`src/hw/rtl/lcsm_pkg.sv`:
```
`timescale 1ns / 1ps

package lcsm_pkg;

   typedef enum logic [2:0] {
      ST_START   = 3'd0,
      ST_IDENT   = 3'd1,
      ST_NUMBER  = 3'd2,
      ST_DECIMAL = 3'd3,
      ST_OPER    = 3'd4,
      ST_EXPEQ   = 3'd5,
      ST_UNKNOWN = 3'd6
   } lexer_state_type;

   typedef enum logic [2:0] {
      ACT_CONTINUE     = 3'd0,
      ACT_IGNORE       = 3'd1,
      ACT_REPLAY       = 3'd2,
      ACT_SAVE         = 3'd3,
      ACT_SAVE_REPLAY  = 3'd4,
      ACT_INFER        = 3'd5,
      ACT_INFER_REPLAY = 3'd6,
      ACT_ERROR        = 3'd7
   } action_type;

   typedef enum logic [3:0] {
      TOK_NONE     = 4'd0,
      TOK_IDENT    = 4'd1,
      TOK_NUMBER   = 4'd2,
      TOK_LPAREN   = 4'd3,
      TOK_RPAREN   = 4'd4,
      TOK_LBRACE   = 4'd5,
      TOK_RBRACE   = 4'd6,
      TOK_PERCENT  = 4'd7,
      TOK_DOT      = 4'd8,
      TOK_QUESTION = 4'd9
   } token_kind_type;

   typedef struct packed {
      logic [7:0] ch;
      logic       end_of_input;
   } char_item_type;

   typedef struct packed {
      action_type     action;
      token_kind_type token_kind;
   } lex_result_type;

   localparam logic [7:0] CH_TAB        = 8'h09;
   localparam logic [7:0] CH_CR         = 8'h0D;
   localparam logic [7:0] CH_SPACE      = 8'h20;
   localparam logic [7:0] CH_PERCENT    = 8'h25;
   localparam logic [7:0] CH_LPAREN     = 8'h28;
   localparam logic [7:0] CH_RPAREN     = 8'h29;
   localparam logic [7:0] CH_STAR       = 8'h2A;
   localparam logic [7:0] CH_PLUS       = 8'h2B;
   localparam logic [7:0] CH_MINUS      = 8'h2D;
   localparam logic [7:0] CH_DOT        = 8'h2E;
   localparam logic [7:0] CH_SLASH      = 8'h2F;
   localparam logic [7:0] CH_ZERO       = 8'h30;
   localparam logic [7:0] CH_NINE       = 8'h39;
   localparam logic [7:0] CH_LESS       = 8'h3C;
   localparam logic [7:0] CH_EQUALS     = 8'h3D;
   localparam logic [7:0] CH_GREATER    = 8'h3E;
   localparam logic [7:0] CH_QUESTION   = 8'h3F;
   localparam logic [7:0] CH_UPPER_A    = 8'h41;
   localparam logic [7:0] CH_UPPER_Z    = 8'h5A;
   localparam logic [7:0] CH_UNDERSCORE = 8'h5F;
   localparam logic [7:0] CH_LOWER_A    = 8'h61;
   localparam logic [7:0] CH_LOWER_Z    = 8'h7A;
   localparam logic [7:0] CH_LBRACE     = 8'h7B;
   localparam logic [7:0] CH_RBRACE     = 8'h7D;

   function automatic logic is_space(input logic [7:0] c);
      return (c == CH_SPACE) || ((c >= CH_TAB) && (c <= CH_CR));
   endfunction

   function automatic logic is_digit(input logic [7:0] c);
      return (c >= CH_ZERO) && (c <= CH_NINE);
   endfunction

   function automatic logic is_alpha(input logic [7:0] c);
      return ((c >= CH_UPPER_A) && (c <= CH_UPPER_Z)) ||
             ((c >= CH_LOWER_A) && (c <= CH_LOWER_Z));
   endfunction

   function automatic logic is_op(input logic [7:0] c);
      logic hit;
      hit = 1'b0;
      case (c) inside
         CH_PLUS, CH_MINUS, CH_STAR, CH_SLASH, CH_EQUALS, CH_LPAREN, CH_RPAREN,
         CH_LBRACE, CH_RBRACE, CH_LESS, CH_GREATER, CH_PERCENT, CH_DOT,
         CH_QUESTION: hit = 1'b1;
         default:     hit = 1'b0;
      endcase
      return hit;
   endfunction

endpackage

```
`src/hw/rtl/lcsm_if.sv`:
```
`timescale 1ns / 1ps

interface lcsm_req_if;
   logic       valid;
   logic       ready;
   logic [7:0] ch;
   logic       end_of_input;

   modport source (output valid, output ch, output end_of_input, input ready);
   modport sink   (input valid, input ch, input end_of_input, output ready);
endinterface

interface lcsm_rsp_if;
   logic       valid;
   logic       ready;
   logic [2:0] action;
   logic [3:0] token_kind;

   modport source (output valid, output action, output token_kind, input ready);
   modport sink   (input valid, input action, input token_kind, output ready);
endinterface

```
`src/hw/rtl/lcsm_fsm.sv`:
```
`timescale 1ns / 1ps

module lcsm_fsm (
   input  logic                    clock,
   input  logic                    reset,
   input  logic                    step_en,
   input  lcsm_pkg::char_item_type item,
   output lcsm_pkg::lex_result_type result
);
   import lcsm_pkg::*;

   lexer_state_type state_ff;
   lexer_state_type state_in;
   logic [7:0]      c;

   // end of input counts as a space
   assign c = item.end_of_input ? CH_SPACE : item.ch;

   always_ff @(posedge clock) begin
      if (reset) begin
         state_ff <= ST_START;
      end else if (step_en) begin
         state_ff <= state_in;
      end
   end

   always_comb begin
      state_in = state_ff;
      unique case (state_ff)
         ST_IDENT: begin
            if (is_alpha(c) || is_digit(c) || (c == CH_UNDERSCORE)) begin
               state_in = ST_IDENT;
            end else if (is_space(c) || is_op(c)) begin
               state_in = ST_START;
            end else begin
               state_in = ST_UNKNOWN;
            end
         end
         ST_NUMBER, ST_DECIMAL: begin
            if (is_digit(c)) begin
               state_in = state_ff;
            end else if ((state_ff == ST_NUMBER) && (c == CH_DOT)) begin
               state_in = ST_DECIMAL;
            end else if (is_space(c) || is_op(c)) begin
               state_in = ST_START;
            end else begin
               state_in = ST_UNKNOWN;
            end
         end
         ST_OPER: begin
            unique case (c) inside
               CH_PLUS, CH_MINUS, CH_STAR, CH_SLASH, CH_EQUALS, CH_LESS,
               CH_GREATER: state_in = ST_EXPEQ;
               CH_LPAREN, CH_RPAREN, CH_LBRACE, CH_RBRACE, CH_PERCENT, CH_DOT,
               CH_QUESTION: state_in = ST_START;
               default:     state_in = ST_UNKNOWN;
            endcase
         end
         ST_EXPEQ: begin
            state_in = ST_START;
         end
         ST_UNKNOWN: begin
            state_in = is_space(c) ? ST_START : ST_UNKNOWN;
         end
         default: begin
            if (is_alpha(c) || (c == CH_UNDERSCORE)) begin
               state_in = ST_IDENT;
            end else if (is_digit(c)) begin
               state_in = ST_NUMBER;
            end else if (is_space(c)) begin
               state_in = ST_START;
            end else if (is_op(c)) begin
               state_in = ST_OPER;
            end else begin
               state_in = ST_UNKNOWN;
            end
         end
      endcase
   end

   always_comb begin
      result.action     = ACT_CONTINUE;
      result.token_kind = TOK_NONE;
      unique case (state_ff)
         ST_IDENT: begin
            if (is_alpha(c) || is_digit(c) || (c == CH_UNDERSCORE)) begin
               result.action = ACT_CONTINUE;
            end else if (is_space(c) || is_op(c)) begin
               result.action     = ACT_SAVE_REPLAY;
               result.token_kind = TOK_IDENT;
            end else begin
               result.action = ACT_ERROR;
            end
         end
         ST_NUMBER, ST_DECIMAL: begin
            if (is_digit(c)) begin
               result.action = ACT_CONTINUE;
            end else if ((state_ff == ST_NUMBER) && (c == CH_DOT)) begin
               result.action = ACT_CONTINUE;
            end else if (is_space(c) || is_op(c)) begin
               result.action     = ACT_SAVE_REPLAY;
               result.token_kind = TOK_NUMBER;
            end else begin
               result.action = ACT_ERROR;
            end
         end
         ST_OPER: begin
            unique case (c) inside
               CH_PLUS, CH_MINUS, CH_STAR, CH_SLASH, CH_EQUALS, CH_LESS,
               CH_GREATER: result.action = ACT_CONTINUE;
               CH_LPAREN: begin
                  result.action     = ACT_SAVE;
                  result.token_kind = TOK_LPAREN;
               end
               CH_RPAREN: begin
                  result.action     = ACT_SAVE;
                  result.token_kind = TOK_RPAREN;
               end
               CH_LBRACE: begin
                  result.action     = ACT_SAVE;
                  result.token_kind = TOK_LBRACE;
               end
               CH_RBRACE: begin
                  result.action     = ACT_SAVE;
                  result.token_kind = TOK_RBRACE;
               end
               CH_PERCENT: begin
                  result.action     = ACT_SAVE;
                  result.token_kind = TOK_PERCENT;
               end
               CH_DOT: begin
                  result.action     = ACT_SAVE;
                  result.token_kind = TOK_DOT;
               end
               CH_QUESTION: begin
                  result.action     = ACT_SAVE;
                  result.token_kind = TOK_QUESTION;
               end
               default: result.action = ACT_ERROR;
            endcase
         end
         ST_EXPEQ: begin
            result.action = (c == CH_EQUALS) ? ACT_INFER : ACT_INFER_REPLAY;
         end
         ST_UNKNOWN: begin
            result.action = ACT_CONTINUE;
         end
         default: begin
            if (is_alpha(c) || (c == CH_UNDERSCORE) || is_digit(c)) begin
               result.action = ACT_CONTINUE;
            end else if (is_space(c)) begin
               result.action = ACT_IGNORE;
            end else if (is_op(c)) begin
               result.action = ACT_REPLAY;
            end else begin
               result.action = ACT_ERROR;
            end
         end
      endcase
   end

endmodule

```
`src/hw/rtl/lexer_char_state_machine_core.sv`:
```
`timescale 1ns / 1ps

// Character lexer step: one byte (or end-of-input mark) per request word, one
// action/token word per response word, in order. Sustains one word per cycle
// while the response side is ready; each word passes the input register, then
// the lexer state update into the response register. The state advances only
// when a word moves from the input register into the response register, so
// stalls on either side never skip or repeat a character. Reset puts the lexer in the start state.

module lexer_char_state_machine_core (
   input logic          clock,
   input logic          reset,
   lcsm_req_if.sink     req_port,
   lcsm_rsp_if.source   rsp_port
);
   import lcsm_pkg::*;

   logic           in_valid_ff;
   logic           in_valid_in;
   char_item_type  in_item_ff;
   logic           out_valid_ff;
   logic           out_valid_in;
   lex_result_type out_result_ff;
   lex_result_type step_result;
   logic           advance;
   logic           req_take;

   assign advance        = in_valid_ff & (~out_valid_ff | rsp_port.ready);
   assign req_port.ready = ~in_valid_ff | advance;
   assign req_take       = req_port.valid & req_port.ready;
   assign in_valid_in    = req_take | (in_valid_ff & ~advance);
   assign out_valid_in   = advance | (out_valid_ff & ~rsp_port.ready);

   always_ff @(posedge clock) begin
      if (reset) begin
         in_valid_ff  <= 1'b0;
         out_valid_ff <= 1'b0;
      end else begin
         in_valid_ff  <= in_valid_in;
         out_valid_ff <= out_valid_in;
      end
   end

   always_ff @(posedge clock) begin
      if (req_take) begin
         in_item_ff.ch           <= req_port.ch;
         in_item_ff.end_of_input <= req_port.end_of_input;
      end
      if (advance) begin
         out_result_ff <= step_result;
      end
   end

   lcsm_fsm u_fsm (
      .clock   (clock),
      .reset   (reset),
      .step_en (advance),
      .item    (in_item_ff),
      .result  (step_result)
   );

   assign rsp_port.valid      = out_valid_ff;
   assign rsp_port.action     = out_result_ff.action;
   assign rsp_port.token_kind = out_result_ff.token_kind;

endmodule

```
`src/flat_wrapper.sv`:
```
// flat-port wrapper written by rule: the top's interface ports become plain ports
module lexer_char_state_machine_core_flat import lcsm_pkg::*;
  (clock, reset, req_port_valid, req_port_ch, req_port_end_of_input, req_port_ready, rsp_port_valid, rsp_port_action, rsp_port_token_kind, rsp_port_ready);
  lcsm_req_if req_port_i ();
  lcsm_rsp_if rsp_port_i ();
  input logic clock;
  input logic reset;
  input wire logic [$bits(req_port_i.valid)-1:0] req_port_valid;
  input wire logic [$bits(req_port_i.ch)-1:0] req_port_ch;
  input wire logic [$bits(req_port_i.end_of_input)-1:0] req_port_end_of_input;
  output wire logic [$bits(req_port_i.ready)-1:0] req_port_ready;
  output wire logic [$bits(rsp_port_i.valid)-1:0] rsp_port_valid;
  output wire logic [$bits(rsp_port_i.action)-1:0] rsp_port_action;
  output wire logic [$bits(rsp_port_i.token_kind)-1:0] rsp_port_token_kind;
  input wire logic [$bits(rsp_port_i.ready)-1:0] rsp_port_ready;
  assign req_port_i.valid = req_port_valid;
  assign req_port_i.ch = req_port_ch;
  assign req_port_i.end_of_input = req_port_end_of_input;
  assign req_port_ready = req_port_i.ready;
  assign rsp_port_valid = rsp_port_i.valid;
  assign rsp_port_action = rsp_port_i.action;
  assign rsp_port_token_kind = rsp_port_i.token_kind;
  assign rsp_port_i.ready = rsp_port_ready;
  lexer_char_state_machine_core u_core (.clock(clock), .reset(reset), .req_port(req_port_i), .rsp_port(rsp_port_i));
endmodule
```
`config.mk`:
```
export PLATFORM = sky130hd
export DESIGN_NAME = lexer_char_state_machine_core_flat
export DESIGN_NICKNAME = d
export VERILOG_FILES = /design/src/hw/rtl/lcsm_pkg.sv /design/src/hw/rtl/lcsm_if.sv /design/src/hw/rtl/lcsm_fsm.sv /design/src/hw/rtl/lexer_char_state_machine_core.sv /design/src/flat_wrapper.sv
export SDC_FILE = /design/constraint.sdc
export NUM_CORES = 1
export LEC_CHECK = 0
export BUFFER_PORTS_ARGS = -buffer_cell sky130_fd_sc_hd__buf_2
export CAP_MARGIN = 20
export CORE_MARGIN = 5
export CORE_UTILIZATION = 35
export DETAILED_ROUTE_END_ITERATION = 10
export GPL_TIMING_DRIVEN = 0
export SLEW_MARGIN = 40
export SYNTH_ARGS = -nofsm -noshare
export SYNTH_HDL_FRONTEND = slang
export SYNTH_SLANG_ARGS = --single-unit
```
`constraint.sdc`:
```
create_clock -name clock -period 4.7 [get_ports clock]
set_clock_uncertainty 0.05 [all_clocks]
set_input_delay 0 -clock clock [delete_from_list [all_inputs] [get_ports clock]]
set_output_delay 0 -clock clock [all_outputs]
set_load 0.005 [all_outputs]
```
==> results.tsv <==
stage	metric	value	unit
layout	drive_gt1_frac	0.170	
layout	multiInputGateArea	773	um2
worst_setup_path	crit_required	4.65	ns
worst_setup_path	startpoint_type	flop	
routing	drc	0	
routing	antenna_left	0	
routing	drt-total-wl	3720	um
pwr	peakVddDrop	174	uV
synthesis	ys_warn_count	0	
cts	cts_buffer_depth	2	
cts	clk_latency	0.26	ns
synthesis	synthCells	163	
cts	tritoncts	done	
place	gp_congestion	0.920	
sta	rsz0062_at_grt	false	
die	start_util	0.356	
die	coreArea	0.00394	mm2
cts	cts_hold_buf	12	
sta	max_freq	364	MHz
sta	setup_tns	0	ns
cts	htreeDepth	1	
pwr	leakagePower	0.000624	uW
cts	root_buffer	clkbuf_8	
worst_setup_path	endpoint_kind	flop	
routing	dr.pass1.iters	5	
worst_hold_path	hold_class	primary input to flop	
worst_setup_path	crit_arrival	2.70	ns
place	hpwl	2780	um
global_routing	grt_first_pass_wirelength	6350	um
worst_setup_path	crit_type	flop to flop	
cts	cts_resized	0	
cts	cts_setup_buffers	0	
cts	clk_pin_slew	0.08	ns
layout	register_area	581	um2
synthesis	synth_seq_cells	21	
global_routing	grt_pass1_vias	1374	
pwr	p_per_area	267	mW/mm2
sta	min_period	2.74	ns
synthesis	synth_edf_count	16	
synthesis	ys_types	46	
layout	final_common_cell	buf_2	
synthesis	netlist_area	0.00140	mm2
die	fp.dieH	73.3	um
synthesis	syn_nets	176	
sta	setup_viol	0	
synthesis	seq_area_frac_synth	0.414	
worst_setup_path	worstPathMaxFanout	10	
sta	layout_worst_path_cycle_share	0.584	
sta	slew_viol_final	0	
global_routing	grt_max_degree	13	
die	die_area	0.00537	mm2
synthesis	synth_top_flop_cell	edfxtp_1	
layout	area_growth_syn_to_layout	24.3	%
run	drv_cap	0	
global_routing	antenna_found_initial	0	
status	status	completed	
sta	worstMarginPinSlew	0.917	ns
routing	vias	1477	
synthesis	synthArstFlopShare	0	
die	die_w	73.3	um
layout	fillers	385	
cts	cts_buffers	3	
sta	relSlewSlack	0.379	
die	fp-row-count	23	
place	port_buffers	21	
routing	drt_iter0_drc	66	
layout	num_antenna_cells	0	
routing	post_drt_wl_per_cell	14.9	um
die	ioPinCount	22	
synthesis	syn_avg_cell_area	8.60	um2
layout	fin_nets	214	
sta	final_hold_viol_count	0	
pwr	power	466	uW
layout	layout_common_cells	buf_2, nor2_1, edfxtp_1, nand2_1, dlygate4sd3_1	
global_routing	grt_usage	0.149	
global_routing	grt-ovfl-total	0	
routing	avgViaCountPerCell	5.91	
cts	cts_sinks	21	
## cell type report
type                    count  share of cell area
plain buffers               8              0.0187
clock buffers               3              0.0237
clock inverters             1             0.00287
inverters                   6              0.0129
multi-input cells         128               0.444
flip-flops and latches     21               0.333
well taps                  50              0.0359
repair buffers             33               0.129
## through the flow
stage	cells	worst slack, ns	util	hold WS, ns	cell area [um2]
after detailed placement	234	2.08	0.398	0.128	1570
after global placement	234	2.08	0.398	0.126	1570
after floorplan	163	2.34	-	0.0224	1400
after global routing	250	1.83	0.442	0.0606	1740
after CTS	250	2.05	0.440	0.00809	1740
final	250	1.96	0.442	0.00396	1740
## report_power, final
| group | internal [uW] | leakage [uW] | switching, uW | total, uW |
|---|---|---|---|---|
| clock | 59.1 | 0.0000255 | 59.5 | 119 |
| sequential | 217 | 0.000197 | 7.99 | 225 |
| combinational | 46.5 | 0.000401 | 75.8 | 122 |
## cells in the mapped netlist, drive strengths merged, types with 3 or more instances
library cell  instances  share of area
or3                   4          0.021
nand2                14          0.037
inv                   6          0.016
nand3                 9          0.032
nor2                 22          0.059
o211ai                4          0.021
nor2b                 5          0.022
o31ai                 3          0.016
dfxtp                 5          0.071
a21oi                11          0.039
o21ai                 4          0.014
nor4                  6          0.027
clkbuf                6          0.016
nor3                  8          0.029
a31oi                 5          0.022
edfxtp               16           0.34
or4                   3          0.019
## registers in the layout (all words and copies together) (netlist names)
name	count
u_core.rsp_port.token_kind	4
u_core.rsp_port.valid	1
u_core.u_fsm.state_ff	3
u_core.in_valid_ff	1
u_core.in_item_ff	9
u_core.rsp_port.action	3
## kinds of logic (layout without fill, tap and decap cells)
group,after synthesis,in the layout,share of synthesized area
AOI/OAI and AO/OA,41,41,0.206
xor gates and xnor gates,1,1,0.00625
buffers and inverters,14,51,0.0392
DFF,21,21,0.414
muxes,1,1,0.00803
and+or+nand+nor,85,85,0.327
## routing by layer
metal / track usage / part of all wire / wire length [um] / vias to the layer above
met5: 0 / 0 / 0 / -
met4: 0.0765 / 0.040 / 150 / 0
met3: 0.0328 / 0.091 / 339 / 21
met1: 0.184 / 0.40 / 1470 / 658
met2: 0.242 / 0.47 / 1760 / 90
li1: - / - / - / 708
## worst paths after layout
kind / from / end / slack (ns) / cells past startpoint
worst max-delay path: u_core.in_item_ff[1] / u_core.rsp_port.action[0] / 1.96 / 7
worst min-delay path: rsp_port_ready / u_core.rsp_port.valid / 0.004 / 4
worst max register to register: u_core.in_item_ff[1] / u_core.rsp_port.action[0] / 1.96 / 7
worst min register to register: u_core.in_valid_ff / u_core.rsp_port.valid / 0.49 / 2
## critical path, cell delays in order, from the launching register on
cell and delay (ns):
edfxtp_1 0.40, clkbuf_1 0.24, nor3_1 0.37, a21oi_1 0.11, o311ai_1 0.76, nor4_2 0.17, a21oi_1 0.25, o211ai_1 0.12
Power figures use the tool's default switching activity.
